===== src/rtl/core/lsf_pkg.sv =====
// shared types and constants of the least-squares line fit
`default_nettype none

package lsf_pkg;

   // operations of the shared arithmetic unit
   localparam logic OP_MUL = 1'b0;
   localparam logic OP_DIV = 1'b1;

   // result status codes
   localparam logic [1:0] STATUS_OK       = 2'd0;
   localparam logic [1:0] STATUS_ZERO_DEN = 2'd1;
   localparam logic [1:0] STATUS_TOO_MANY = 2'd2;

   // width of one coordinate and of one fitted value
   localparam int COORD_W = 16;
   localparam int FIT_W   = 32;

   // command from the sequencer to the shared unit
   typedef struct packed {
      logic start;
      logic op;
   } lsf_cmd_type;

   // status from the shared unit back to the sequencer
   typedef struct packed {
      logic busy;
      logic done;
   } lsf_stat_type;

endpackage

`default_nettype wire


===== src/rtl/core/lsf_shared_unit.sv =====
// shared shift-add multiplier and restoring divider on one adder
`default_nettype none

module lsf_shared_unit #(
   parameter int WW = 61,
   parameter int DW = 77
) (
   input  logic                 clock,
   input  logic                 reset,
   input  lsf_pkg::lsf_cmd_type cmd,
   input  logic [DW-1:0]        opa,
   input  logic [WW-1:0]        opb,
   output lsf_pkg::lsf_stat_type stat,
   output logic [DW-1:0]        result
);
   import lsf_pkg::*;

   localparam int CNTW = $clog2(DW + 1);

   logic            busy_ff, busy_in;
   logic            done_ff, done_in;
   logic [CNTW-1:0] cnt_ff, cnt_in;
   logic            op_ff, op_in;
   logic [DW-1:0]   acc_ff, acc_in;
   logic [DW-1:0]   a_ff, a_in;
   logic [WW-1:0]   b_ff, b_in;
   logic [WW-1:0]   rem_ff, rem_in;

   logic [WW:0]     rem_sh;
   logic [DW:0]     add_x;
   logic [DW:0]     add_y;
   logic            add_sub;
   logic [DW:0]     add_sum;

   // the one adder: accumulate for multiply, trial subtract for divide
   assign rem_sh = {rem_ff, acc_ff[DW-1]};

   always_comb begin
      if (op_ff == OP_DIV) begin
         add_x   = {{(DW - WW){1'b0}}, rem_sh};
         add_y   = {{(DW + 1 - WW){1'b0}}, b_ff};
         add_sub = 1'b1;
      end else begin
         add_x   = {1'b0, acc_ff};
         add_y   = {1'b0, a_ff};
         add_sub = 1'b0;
      end
      add_sum = add_x + (add_sub ? ~add_y : add_y) + {{DW{1'b0}}, add_sub};
   end

   always_comb begin
      busy_in = busy_ff;
      done_in = 1'b0;
      cnt_in  = cnt_ff;
      op_in   = op_ff;
      acc_in  = acc_ff;
      a_in    = a_ff;
      b_in    = b_ff;
      rem_in  = rem_ff;
      if (cmd.start) begin
         busy_in = 1'b1;
         op_in   = cmd.op;
         cnt_in  = (cmd.op == OP_DIV) ? CNTW'(DW) : CNTW'(WW);
         acc_in  = (cmd.op == OP_DIV) ? opa : '0;
         a_in    = opa;
         b_in    = opb;
         rem_in  = '0;
      end else if (busy_ff) begin
         cnt_in = cnt_ff - 1'b1;
         if (cnt_ff == CNTW'(1)) begin
            busy_in = 1'b0;
            done_in = 1'b1;
         end
         if (op_ff == OP_DIV) begin
            // no borrow: divisor fits, quotient bit is one
            if (!add_sum[DW]) begin
               rem_in = add_sum[WW-1:0];
               acc_in = {acc_ff[DW-2:0], 1'b1};
            end else begin
               rem_in = rem_sh[WW-1:0];
               acc_in = {acc_ff[DW-2:0], 1'b0};
            end
         end else begin
            if (b_ff[0]) begin
               acc_in = add_sum[DW-1:0];
            end
            a_in = {a_ff[DW-2:0], 1'b0};
            b_in = {1'b0, b_ff[WW-1:1]};
         end
      end
   end

   always_ff @(posedge clock) begin
      if (reset) begin
         busy_ff <= 1'b0;
         done_ff <= 1'b0;
         cnt_ff  <= '0;
      end else begin
         busy_ff <= busy_in;
         done_ff <= done_in;
         cnt_ff  <= cnt_in;
      end
   end

   always_ff @(posedge clock) begin
      op_ff  <= op_in;
      acc_ff <= acc_in;
      a_ff   <= a_in;
      b_ff   <= b_in;
      rem_ff <= rem_in;
   end

   assign stat.busy = busy_ff;
   assign stat.done = done_ff;
   assign result    = acc_ff;

   a_start_idle: assert property (@(posedge clock) disable iff (reset)
      cmd.start |-> !busy_ff)
      else $error("shared unit started while busy");

   a_done_pulse: assert property (@(posedge clock) disable iff (reset)
      done_ff |=> !done_ff)
      else $error("shared unit done held longer than one cycle");

   a_busy_count: assert property (@(posedge clock) disable iff (reset)
      busy_ff |-> (cnt_ff != '0))
      else $error("shared unit busy with no iterations left");

endmodule

`default_nettype wire


===== src/rtl/core/least_squares_line_fit.sv =====
// least-squares straight-line fit over sets of Q8.8 points, Q16.16 results
//
//   channel | dir | ports                                        | transfer when
//   --------+-----+----------------------------------------------+-----------------------
//   req     | in  | req_sample_x, req_sample_y, req_last_point   | req_valid & !req_stall
//   rsp     | out | rsp_slope, rsp_intercept, rsp_status         | rsp_valid & !rsp_stall
//
// a point: one 16x16 multiplier forms x*y in the transfer cycle, x*x next, while req stalls
// a closing point adds the fit: 5 shift-add multiplies and 2 restoring divides on the shared
//   unit, one at a time
// reset is synchronous and clears the running sums, the count and rsp_valid; no sweep
// a finished result waits in the output register while the next set's points transfer;
// a fit that ends while that register is still full holds until it is taken
`default_nettype none

module least_squares_line_fit #(
   parameter int MAX_POINTS = 1024
) (
   input  logic                                  clock,
   input  logic                                  reset,
   input  logic                                  req_valid,
   output logic                                  req_stall,
   input  logic signed [lsf_pkg::COORD_W-1:0]    req_sample_x,
   input  logic signed [lsf_pkg::COORD_W-1:0]    req_sample_y,
   input  logic                                  req_last_point,
   output logic                                  rsp_valid,
   input  logic                                  rsp_stall,
   output logic signed [lsf_pkg::FIT_W-1:0]      rsp_slope,
   output logic signed [lsf_pkg::FIT_W-1:0]      rsp_intercept,
   output logic [1:0]                            rsp_status
);
   import lsf_pkg::*;

   // widths follow from the largest set
   localparam int CW   = $clog2(MAX_POINTS + 1);   // point count
   localparam int SXW  = COORD_W + CW;             // sum of x or y, signed
   localparam int SXYW = 2 * COORD_W + CW;         // sum of x*y, signed
   localparam int SXXW = 2 * COORD_W - 2 + CW;     // sum of x*x, unsigned
   localparam int WW   = SXW + 34;                 // fit terms, signed
   localparam int DW   = WW + 16;                  // dividends and quotients

   // sequencer states
   localparam logic [2:0] S_IDLE   = 3'd0;
   localparam logic [2:0] S_SQR    = 3'd1;
   localparam logic [2:0] S_LAUNCH = 3'd2;
   localparam logic [2:0] S_WAIT   = 3'd3;
   localparam logic [2:0] S_OUT    = 3'd4;

   // fit steps, each one operation on the shared unit
   localparam logic [2:0] STEP_NXX   = 3'd0;   // n * sum xx
   localparam logic [2:0] STEP_SXSX  = 3'd1;   // sum x squared, gives denominator
   localparam logic [2:0] STEP_NXY   = 3'd2;   // n * sum xy
   localparam logic [2:0] STEP_SXSY  = 3'd3;   // sum x * sum y, gives numerator
   localparam logic [2:0] STEP_SLOPE = 3'd4;   // numerator * 2^16 / denominator
   localparam logic [2:0] STEP_QX    = 3'd5;   // slope * sum x
   localparam logic [2:0] STEP_ICPT  = 3'd6;   // intercept numerator / (256 n)

   logic [2:0]          state_ff, state_in;
   logic [2:0]          step_ff, step_in;

   // running set state
   logic [CW-1:0]       count_ff, count_in;
   logic [SXW-1:0]      sx_ff, sx_in;
   logic [SXW-1:0]      sy_ff, sy_in;
   logic [SXYW-1:0]     sxy_ff, sxy_in;
   logic [SXXW-1:0]     sxx_ff, sxx_in;
   logic                ovf_ff, ovf_in;

   // point held for the x*x cycle
   logic [COORD_W-1:0]  x_ff, x_in;
   logic                last_ff, last_in;
   logic                take_ff, take_in;

   // fit working registers
   logic [WW-1:0]       t_ff, t_in;
   logic [WW-1:0]       den_ff, den_in;
   logic [FIT_W-1:0]    slope_ff, slope_in;
   logic [FIT_W-1:0]    icpt_ff, icpt_in;
   logic [1:0]          status_ff, status_in;

   // output register
   logic                rsp_valid_ff, rsp_valid_in;
   logic [FIT_W-1:0]    rsp_slope_ff, rsp_slope_in;
   logic [FIT_W-1:0]    rsp_icpt_ff, rsp_icpt_in;
   logic [1:0]          rsp_status_ff, rsp_status_in;

   logic                req_take;
   logic                set_full;
   logic                out_free;

   logic signed [COORD_W-1:0]   mul_x;
   logic signed [COORD_W-1:0]   mul_y;
   logic signed [2*COORD_W-1:0] pt_prod;

   logic                sx_neg, sy_neg, sxy_neg, t_neg, slope_neg;
   logic [SXW-1:0]      sx_mag, sy_mag;
   logic [SXYW-1:0]     sxy_mag;
   logic [WW-1:0]       t_mag;
   logic [FIT_W:0]      slope_mag;

   lsf_cmd_type         unit_cmd;
   lsf_stat_type        unit_stat;
   logic                launch_op;
   logic [DW-1:0]       unit_opa;
   logic [WW-1:0]       unit_opb;
   logic [DW-1:0]       unit_result;
   logic [WW-1:0]       prod;

   logic [WW-1:0]       post_a;
   logic [WW-1:0]       post_b;
   logic                post_sub;
   logic [WW-1:0]       post_sum;

   // truncated quotient to Q16.16 with saturation
   function automatic logic [FIT_W-1:0] sat_fit(input logic neg, input logic [DW-1:0] q);
      logic [FIT_W-1:0] r;
      if (neg) begin
         if (q > DW'(32'h8000_0000)) begin
            r = 32'h8000_0000;
         end else begin
            r = ~q[FIT_W-1:0] + 1'b1;
         end
      end else begin
         if (q > DW'(32'h7FFF_FFFF)) begin
            r = 32'h7FFF_FFFF;
         end else begin
            r = q[FIT_W-1:0];
         end
      end
      return r;
   endfunction

   // handshake
   assign req_stall = (state_ff != S_IDLE);
   assign req_take  = req_valid && (state_ff == S_IDLE);
   assign set_full  = (count_ff >= CW'(MAX_POINTS));
   assign out_free  = !rsp_valid_ff || !rsp_stall;

   // one point multiplier: x*y from the ports at transfer, x*x from the held point
   assign mul_x   = (state_ff == S_IDLE) ? req_sample_x : $signed(x_ff);
   assign mul_y   = (state_ff == S_IDLE) ? req_sample_y : $signed(x_ff);
   assign pt_prod = mul_x * mul_y;

   // magnitudes fed to the unsigned shared unit
   assign sx_neg    = sx_ff[SXW-1];
   assign sy_neg    = sy_ff[SXW-1];
   assign sxy_neg   = sxy_ff[SXYW-1];
   assign t_neg     = t_ff[WW-1];
   assign slope_neg = slope_ff[FIT_W-1];
   assign sx_mag    = sx_neg ? (~sx_ff + 1'b1) : sx_ff;
   assign sy_mag    = sy_neg ? (~sy_ff + 1'b1) : sy_ff;
   assign sxy_mag   = sxy_neg ? (~sxy_ff + 1'b1) : sxy_ff;
   assign t_mag     = t_neg ? (~t_ff + 1'b1) : t_ff;
   assign slope_mag = slope_neg ? (~{slope_ff[FIT_W-1], slope_ff} + 1'b1)
                                : {1'b0, slope_ff};

   // operands of each fit step
   always_comb begin
      launch_op = OP_MUL;
      unit_opa  = '0;
      unit_opb  = '0;
      case (step_ff)
         STEP_NXX: begin
            unit_opa = {{(DW - CW){1'b0}}, count_ff};
            unit_opb = {{(WW - SXXW){1'b0}}, sxx_ff};
         end
         STEP_SXSX: begin
            unit_opa = {{(DW - SXW){1'b0}}, sx_mag};
            unit_opb = {{(WW - SXW){1'b0}}, sx_mag};
         end
         STEP_NXY: begin
            unit_opa = {{(DW - CW){1'b0}}, count_ff};
            unit_opb = {{(WW - SXYW){1'b0}}, sxy_mag};
         end
         STEP_SXSY: begin
            unit_opa = {{(DW - SXW){1'b0}}, sx_mag};
            unit_opb = {{(WW - SXW){1'b0}}, sy_mag};
         end
         STEP_SLOPE: begin
            launch_op = OP_DIV;
            unit_opa  = {t_mag, 16'h0000};
            unit_opb  = den_ff;
         end
         STEP_QX: begin
            unit_opa = {{(DW - FIT_W - 1){1'b0}}, slope_mag};
            unit_opb = {{(WW - SXW){1'b0}}, sx_mag};
         end
         STEP_ICPT: begin
            // dividing by 256 n: drop eight bits, then divide by n
            launch_op = OP_DIV;
            unit_opa  = {{(DW - WW + 8){1'b0}}, t_mag[WW-1:8]};
            unit_opb  = {{(WW - CW){1'b0}}, count_ff};
         end
         default: begin
            launch_op = OP_MUL;
         end
      endcase
   end

   // one post adder folds each product into the running fit term
   assign prod = unit_result[WW-1:0];

   always_comb begin
      post_a   = '0;
      post_sub = 1'b0;
      case (step_ff)
         STEP_SXSX: begin
            post_a   = t_ff;
            post_sub = 1'b1;
         end
         STEP_NXY: begin
            post_sub = sxy_neg;
         end
         STEP_SXSY: begin
            post_a   = t_ff;
            post_sub = !(sx_neg ^ sy_neg);
         end
         STEP_QX: begin
            // sum y in Q.24 less the signed product
            post_a   = {{(WW - SXW - 16){sy_neg}}, sy_ff, 16'h0000};
            post_sub = !(slope_neg ^ sx_neg);
         end
         default: begin
            post_sub = 1'b0;
         end
      endcase
      post_b   = prod;
      post_sum = post_a + (post_sub ? ~post_b : post_b) + {{(WW - 1){1'b0}}, post_sub};
   end

   // sequencer
   always_comb begin
      state_in      = state_ff;
      step_in       = step_ff;
      count_in      = count_ff;
      sx_in         = sx_ff;
      sy_in         = sy_ff;
      sxy_in        = sxy_ff;
      sxx_in        = sxx_ff;
      ovf_in        = ovf_ff;
      x_in          = x_ff;
      last_in       = last_ff;
      take_in       = take_ff;
      t_in          = t_ff;
      den_in        = den_ff;
      slope_in      = slope_ff;
      icpt_in       = icpt_ff;
      status_in     = status_ff;
      rsp_valid_in  = rsp_valid_ff;
      rsp_slope_in  = rsp_slope_ff;
      rsp_icpt_in   = rsp_icpt_ff;
      rsp_status_in = rsp_status_ff;
      unit_cmd      = '0;

      if (rsp_valid_ff && !rsp_stall) begin
         rsp_valid_in = 1'b0;
      end

      case (state_ff)
         S_IDLE: begin
            if (req_take) begin
               x_in    = req_sample_x;
               last_in = req_last_point;
               if (set_full) begin
                  // points beyond the limit are dropped and flag the set
                  ovf_in  = 1'b1;
                  take_in = 1'b0;
               end else begin
                  take_in  = 1'b1;
                  count_in = count_ff + 1'b1;
                  sx_in    = sx_ff + {{CW{req_sample_x[COORD_W-1]}}, req_sample_x};
                  sy_in    = sy_ff + {{CW{req_sample_y[COORD_W-1]}}, req_sample_y};
                  sxy_in   = sxy_ff + {{CW{pt_prod[2*COORD_W-1]}}, pt_prod};
               end
               state_in = S_SQR;
            end
         end
         S_SQR: begin
            if (take_ff) begin
               sxx_in = sxx_ff + {{(SXXW - 2*COORD_W + 1){1'b0}}, pt_prod[2*COORD_W-2:0]};
            end
            if (!last_ff) begin
               state_in = S_IDLE;
            end else if (ovf_ff) begin
               slope_in  = '0;
               icpt_in   = '0;
               status_in = STATUS_TOO_MANY;
               state_in  = S_OUT;
            end else begin
               step_in  = STEP_NXX;
               state_in = S_LAUNCH;
            end
         end
         S_LAUNCH: begin
            unit_cmd.start = 1'b1;
            unit_cmd.op    = launch_op;
            state_in       = S_WAIT;
         end
         S_WAIT: begin
            if (unit_stat.done) begin
               step_in  = step_ff + 3'd1;
               state_in = S_LAUNCH;
               case (step_ff)
                  STEP_NXX, STEP_NXY, STEP_SXSY, STEP_QX: begin
                     t_in = post_sum;
                  end
                  STEP_SXSX: begin
                     den_in = post_sum;
                     // single point or all x equal
                     if (post_sum == '0) begin
                        slope_in  = '0;
                        icpt_in   = '0;
                        status_in = STATUS_ZERO_DEN;
                        state_in  = S_OUT;
                     end
                  end
                  STEP_SLOPE: begin
                     slope_in = sat_fit(t_neg, unit_result);
                  end
                  STEP_ICPT: begin
                     icpt_in   = sat_fit(t_neg, unit_result);
                     status_in = STATUS_OK;
                     state_in  = S_OUT;
                  end
                  default: begin
                     state_in = S_IDLE;
                  end
               endcase
            end
         end
         S_OUT: begin
            if (out_free) begin
               rsp_valid_in  = 1'b1;
               rsp_slope_in  = slope_ff;
               rsp_icpt_in   = icpt_ff;
               rsp_status_in = status_ff;
               // the set is closed: start the next one empty
               count_in      = '0;
               sx_in         = '0;
               sy_in         = '0;
               sxy_in        = '0;
               sxx_in        = '0;
               ovf_in        = 1'b0;
               state_in      = S_IDLE;
            end
         end
         default: begin
            state_in = S_IDLE;
         end
      endcase
   end

   // control and set state
   always_ff @(posedge clock) begin
      if (reset) begin
         state_ff     <= S_IDLE;
         step_ff      <= STEP_NXX;
         count_ff     <= '0;
         sx_ff        <= '0;
         sy_ff        <= '0;
         sxy_ff       <= '0;
         sxx_ff       <= '0;
         ovf_ff       <= 1'b0;
         rsp_valid_ff <= 1'b0;
      end else begin
         state_ff     <= state_in;
         step_ff      <= step_in;
         count_ff     <= count_in;
         sx_ff        <= sx_in;
         sy_ff        <= sy_in;
         sxy_ff       <= sxy_in;
         sxx_ff       <= sxx_in;
         ovf_ff       <= ovf_in;
         rsp_valid_ff <= rsp_valid_in;
      end
   end

   // payload registers
   always_ff @(posedge clock) begin
      x_ff          <= x_in;
      last_ff       <= last_in;
      take_ff       <= take_in;
      t_ff          <= t_in;
      den_ff        <= den_in;
      slope_ff      <= slope_in;
      icpt_ff       <= icpt_in;
      status_ff     <= status_in;
      rsp_slope_ff  <= rsp_slope_in;
      rsp_icpt_ff   <= rsp_icpt_in;
      rsp_status_ff <= rsp_status_in;
   end

   lsf_shared_unit #(
      .WW (WW),
      .DW (DW)
   ) u_unit (
      .clock  (clock),
      .reset  (reset),
      .cmd    (unit_cmd),
      .opa    (unit_opa),
      .opb    (unit_opb),
      .stat   (unit_stat),
      .result (unit_result)
   );

   assign rsp_valid     = rsp_valid_ff;
   assign rsp_slope     = $signed(rsp_slope_ff);
   assign rsp_intercept = $signed(rsp_icpt_ff);
   assign rsp_status    = rsp_status_ff;

   a_count_limit: assert property (@(posedge clock) disable iff (reset)
      count_ff <= CW'(MAX_POINTS))
      else $error("point count beyond the set limit");

   a_done_in_wait: assert property (@(posedge clock) disable iff (reset)
      unit_stat.done |-> (state_ff == S_WAIT))
      else $error("shared unit finished outside the wait state");

   a_divide_nonzero: assert property (@(posedge clock) disable iff (reset)
      (state_ff == S_LAUNCH && step_ff == STEP_SLOPE) |-> (den_ff != '0))
      else $error("slope divide launched with zero denominator");

   a_set_cleared: assert property (@(posedge clock) disable iff (reset)
      (state_ff == S_OUT && out_free) |=> (count_ff == '0 && !ovf_ff && rsp_valid_ff))
      else $error("set not cleared when its result was loaded");

endmodule

`default_nettype wire

===== config.mk =====
export PLATFORM = sky130hd
export DESIGN_NAME = least_squares_line_fit
export DESIGN_NICKNAME = d
export VERILOG_FILES = /design/src/rtl/core/lsf_pkg.sv /design/src/rtl/core/lsf_shared_unit.sv /design/src/rtl/core/least_squares_line_fit.sv
export SDC_FILE = /design/constraint.sdc
export NUM_CORES = 2
export LEC_CHECK = 0
export ABC_AREA = 1
export CAP_MARGIN = 20
export CORE_UTILIZATION = 55
export CTS_CLUSTER_SIZE = 24
export DETAILED_ROUTE_END_ITERATION = 7
export DONT_BUFFER_PORTS = 1
export GPL_TIMING_DRIVEN = 1
export PLACE_DENSITY = 0.77
export SYNTH_ARGS = -nofsm -noshare
export SYNTH_HDL_FRONTEND = slang
export SYNTH_HIERARCHICAL = 1
export SYNTH_SLANG_ARGS = --single-unit

===== constraint.sdc =====
create_clock -name clock -period 9.8 [get_ports clock]
set_input_delay 0.49 -clock clock [delete_from_list [all_inputs] [get_ports clock]]
set_output_delay 0.49 -clock clock [all_outputs]
set_load 0.005 [all_outputs]

After elaboration in Yosys (flattened, before gate mapping). Cells that the tools add are included.

Flip-flop bits (word level): 715. Input bits: 37. Word-level logic and storage cells: 215.

Add/subtract/negate cells: 17. $mul: 1. Magnitude comparators: 3. Equality and inequality tests: 24. Mux-type cells: 94. Bitwise logic cells: 11. Reductions and logical operators: 37.

Operator list (count): two-way mux 77 bit (10); case mux 77 bit (5 select lines) (1); two-way mux 61 bit (6); case mux 61 bit (6 select lines) (1); two-way mux 32 bit (8); case mux 32 bit (2 select lines) (4); two-way mux 27 bit (7); two-way mux 43 bit (4); NOT 61 bit (2); case mux 61 bit (2 select lines) (1); case mux 27 bit (2 select lines) (2); case mux 43 bit (2 select lines) (1); two-way mux 41 bit (2); case mux 41 bit (2 select lines) (1); adder 78 x 1 -> 78 bit (1); adder 78 bit (1); two-way mux 78 bit (1); NOT 77 -> 78 bit (1); > comparator 77 x 31 -> 1 bit, second input constant (1); > comparator 77 x 32 -> 1 bit, second input constant (1); adder 61 x 1 -> 61 bit (1); adder 61 x 1 -> 61 bit, second input constant (1); adder 61 bit (1); logical NOT 61 bit (1); other kinds (55) (127).

Longest topological paths before layout.
Depth in word-level cells: 11. Mapped depth: 49. Depth with buffers taken out: 48.

By module. Netlist, hierarchy kept.

Modules (own cells, without submodules): least_squares_line_fit (times used 1, cells each 6227, area an instance 44737.9 um^2, seq. area each 11310.8 um^2); lsf_shared_unit (times used 1, cells each 3347, area an instance 21739.6 um^2, seq. area each 7887.6 um^2).

Worst setup path after synthesis. OpenSTA, ideal clock, no wires.

Path type: reg-to-reg. Start point: reg state_ff[1]. End point: reg sxy_ff[42]. Setup time: 0.132 ns. Arrival: 8.900 ns. Data required time: 9.668 ns. Path slack: 0.768 ns. Stages on the path, launching flop included: 39. Buffers on the path: 2. Cell sequence: dfxtp_1 nor2_1 inv_1 nor2_1 clkbuf_1 or2_2 nand2_1 clkbuf_1 nor2_1 inv_1 fa_1 inv_1 fa_1 fa_1 fa_1 inv_1 fa_1 fa_1 [3 not listed] nor3_1 inv_1 o311ai_0 a31oi_1 xor2_1 ha_1 a21oi_1 o21ai_0 a21oi_1 o21ai_0 a21oi_1 inv_1 nand2_1 nand2_1 xor2_1 or2_2 nand3_1 a21oi_1.

Cells in the longest elaborated chain, start to end: 7. Elaborated cells between the ends (all ways): 15. Classes of those cells: add/sub: 1; mul: 1; eq/ne: 4; mux: 5; reduce/logical: 4.

Ends and longest elaborated chain: start: declaration (line least_squares_line_fit.sv:58) `logic [2:0] state_ff, state_in;`; start signal: assignment (line least_squares_line_fit.sv:366) `state_ff <= state_in;`; logical NOT 3 bit; two-way mux 16 bit (on tied branches) (line least_squares_line_fit.sv:140, least_squares_line_fit.sv:141); multiplier 16 x 16 -> 32 bit (line least_squares_line_fit.sv:142) `assign pt_prod = mul_x * mul_y;`; adder 43 bit (line least_squares_line_fit.sv:273) `sxy_in = sxy_ff + {{CW{pt_prod[2*COORD_W-1]}}, pt_prod};`; two-way mux 43 bit (line least_squares_line_fit.sv:264) `if (set_full) begin`; two-way mux 43 bit (line least_squares_line_fit.sv:261) `if (req_take) begin`; case mux 43 bit (2 select lines) (line least_squares_line_fit.sv:259) `case (state_ff)`; end signal: assignment (line least_squares_line_fit.sv:371) `sxy_ff <= sxy_in;`; end: declaration (line least_squares_line_fit.sv:65) `logic [SXYW-1:0] sxy_ff, sxy_in;`.

Parallel ways exist; a longest one is shown, timed or not. The select of a mux whose other input is x is not followed. A chain may end at the register's enable or synchronous reset.

Final worst setup path. Ends and elaborated chain as after synthesis.

==> out/metrics.csv <==
metric,value,unit
Crit. End Element,flop,
min-delay src,req_valid,
final worst path period share,93.76,%
via count,67650,
layout cells sized above 1,5.201,%
Layout area overhead,8.273,%
Placer Congestion,1.153,
DIE AREA,0.1222,mm2
Synth Net Count,10240,
r2r worst-path depth,44,
Buffers on Ports,0,
initial antenna violation count,24,
Max-slew headroom,15.27,%
"CP delay by family, top",adder cells,
initial DRC count,8666,
total CTS buffers,85,
Total Nets Final,10210,
vias in the first global route,63270,
outcome,"finished, violations left",
Final Max Slew Viols,0,
Die Span Y,349.6,um
Clock Pin Slew Worst Setup and Hold Paths,60,ps
vias per std cell,6.017,
final setup fails,0,
Total GRT Usage,44.31,%
CTS tree,yes,
Yosys warning count,6,
number of cell rows,127,
worst-case clock skew,62.68,ps
Sinks on Clock Net,715,
H-tree Lvls,3,
Max Fclk,0.1088,GHz
CORE AREA,0.1198,mm2
Global Route met2 Usage,70.42,%
met1 Usage GRT,53.43,%
crit-path max cell delay,550,ps
max-cap check violation count,0,
WP buf/inv,9,
reg2reg end,sxy_ff[42],
global-route wire length before repair,401.4,mm
Max Root-Sink Buffers,3,
Post-Syn Instances,9573,
Post-Route WL,275.5,mm
minimum clock period,9189,ps
r2r startpoint,state_ff[1],
worst hold path depth,2,
reg2reg setup slack,610,ps
clk root buf,clkbuf_16,
Final Hold Fails,0,
pin count of the biggest net entering global routing,137,
DR WL/cell,24.50,um
Post-Synthesis Cell Area,0.06647,mm2
Initial Util,55.48,%
DPL Wire Length,220.8,mm
RSZ-0062 raised after global routing,no,
Final ANT Viol Nets,0,
gr busiest metal,met2,
slew at the pin with the worst max-slew slack,1258,ps
hold worst-path end,take_ff,
GR Overflow Total,0,
critical path required time,10370,ps
Top Ports,105,
Worst EP arrival,9750,ps
Residual DRC,1,
Mean Syn Cell Area,6.943,um2
DR pass1 iterations,8,
CP max stage cell,fa_1,
fillers,11390,
GR Layer Usage met3,10.26,%
Worst-Skew Late Latency,760,ps
TNS Setup,0,ps
CP Launch Type,flop,
Crit Path Class,flop to flop,
Chip Width,349.6,um
failing checks,DRC,
crit-path max FO,18,
Hold Crit Class,input pin to flop,
-- worst max path at each step --
| stage | start | to | slack [ps] | cells past startpoint |
|---|---|---|---|---|
| 2_1_floorplan | state_ff[1] | sxy_ff[42] | 770 | 38 |
| 3_3_place_gp | state_ff[1] | sxy_ff[42] | 280 | 40 |
| 3_5_place_dp | state_ff[1] | sxy_ff[42] | 170 | 39 |
| 4_1_cts | state_ff[1] | sxy_ff[42] | 120 | 39 |
| 5_1_grt | state_ff[1] | sxy_ff[42] | 10 | 46 |
| 6_report | state_ff[1] | sxy_ff[42] | 610 | 44 |
-- per-layer routing --
| layer | vias to the layer above | part of all wire [%] | wire length [um] |
|---|---|---|---|
| li1 | 30920 | - | - |
| met3 | 1008 | 11 | 30630 |
| met1 | 31590 | 36 | 100000 |
| met5 | - | 0.062 | 170 |
| met2 | 4105 | 44 | 122100 |
| met4 | 22 | 8.2 | 22540 |
-- through the flow --
step                setup slack, ps  std cells  area [um2]  util [%]  hold WS, ps
floorplan                     768.2       9573       66470         -        400.3
global placement              277.2      11030       68490     57.16        402.2
detailed placement            171.0      11030       68490     57.17        404.5
CTS                           116.7      11210       71730     59.87        1.448
global route                  13.17      11230       71950     60.05        45.59
finish                        611.2      11240       71970     60.07        23.55
-- state kept, by name, summed over array words and instances, names as in the netlist, 3 cells and up --
name           count
sxx_ff            41
u_unit/a_ff       77
sy_ff             27
u_unit/rem_ff     61
icpt_ff           32
sxy_ff            43
state_ff           3
rsp_slope         32
count_ff          11
u_unit/result     77
rsp_intercept     32
slope_ff          32
t_ff              61
u_unit/b_ff       61
u_unit/cnt_ff      7
step_ff            3
sx_ff             27
x_ff              16
den_ff            61
-- layout make-up --
type	instances	area (um2)	area share (%)
Antenna cell	16	40.04	0.05563
Clock buffer	110	2366	3.288
Clock inverter	50	656.9	0.9127
Inverter	1576	5929	8.239
Multi-Input combinational cell	6988	40310	56.01
Sequential cell	715	19200	26.68
Tap cell	1612	2017	2.802
Timing Repair Buffer	175	1449	2.013
-- what timing repair did --
action / 4_1_cts / 5_1_grt
gates resized for setup: 0 / 25
hold buffers: 20 / 0
hold endpoints to repair: 153 / 0
setup endpoints to repair: 0 / 23
buffers inserted: 0 / 12
-- cells in the final DEF (no fill, tap or decap), types with 22 or more instances in the layout --
master,count
nand2_1,2656
inv_1,1537
nor2_1,893
a21oi_1,707
o21ai_0,557
edfxtp_1,488
ha_1,363
nand3_1,339
fa_1,266
dfxtp_1,227
xor2_1,182
buf_4,149
nand4_1,132
nor3_1,114
xnor2_1,97
clkbuf_16,89
or2_2,58
o221ai_1,54
o211ai_1,48
o21ai_1,48
a31oi_1,42
nor4_1,41
o21bai_1,39
nand3b_1,35
o22ai_1,26
inv_2,25
a21o_1,25
clkinv_1,22
o21a_1,22
Power is left out: the tool's default activity adds up to more than one toggle a clock period on the data nets, which glitch-free logic cannot reach.
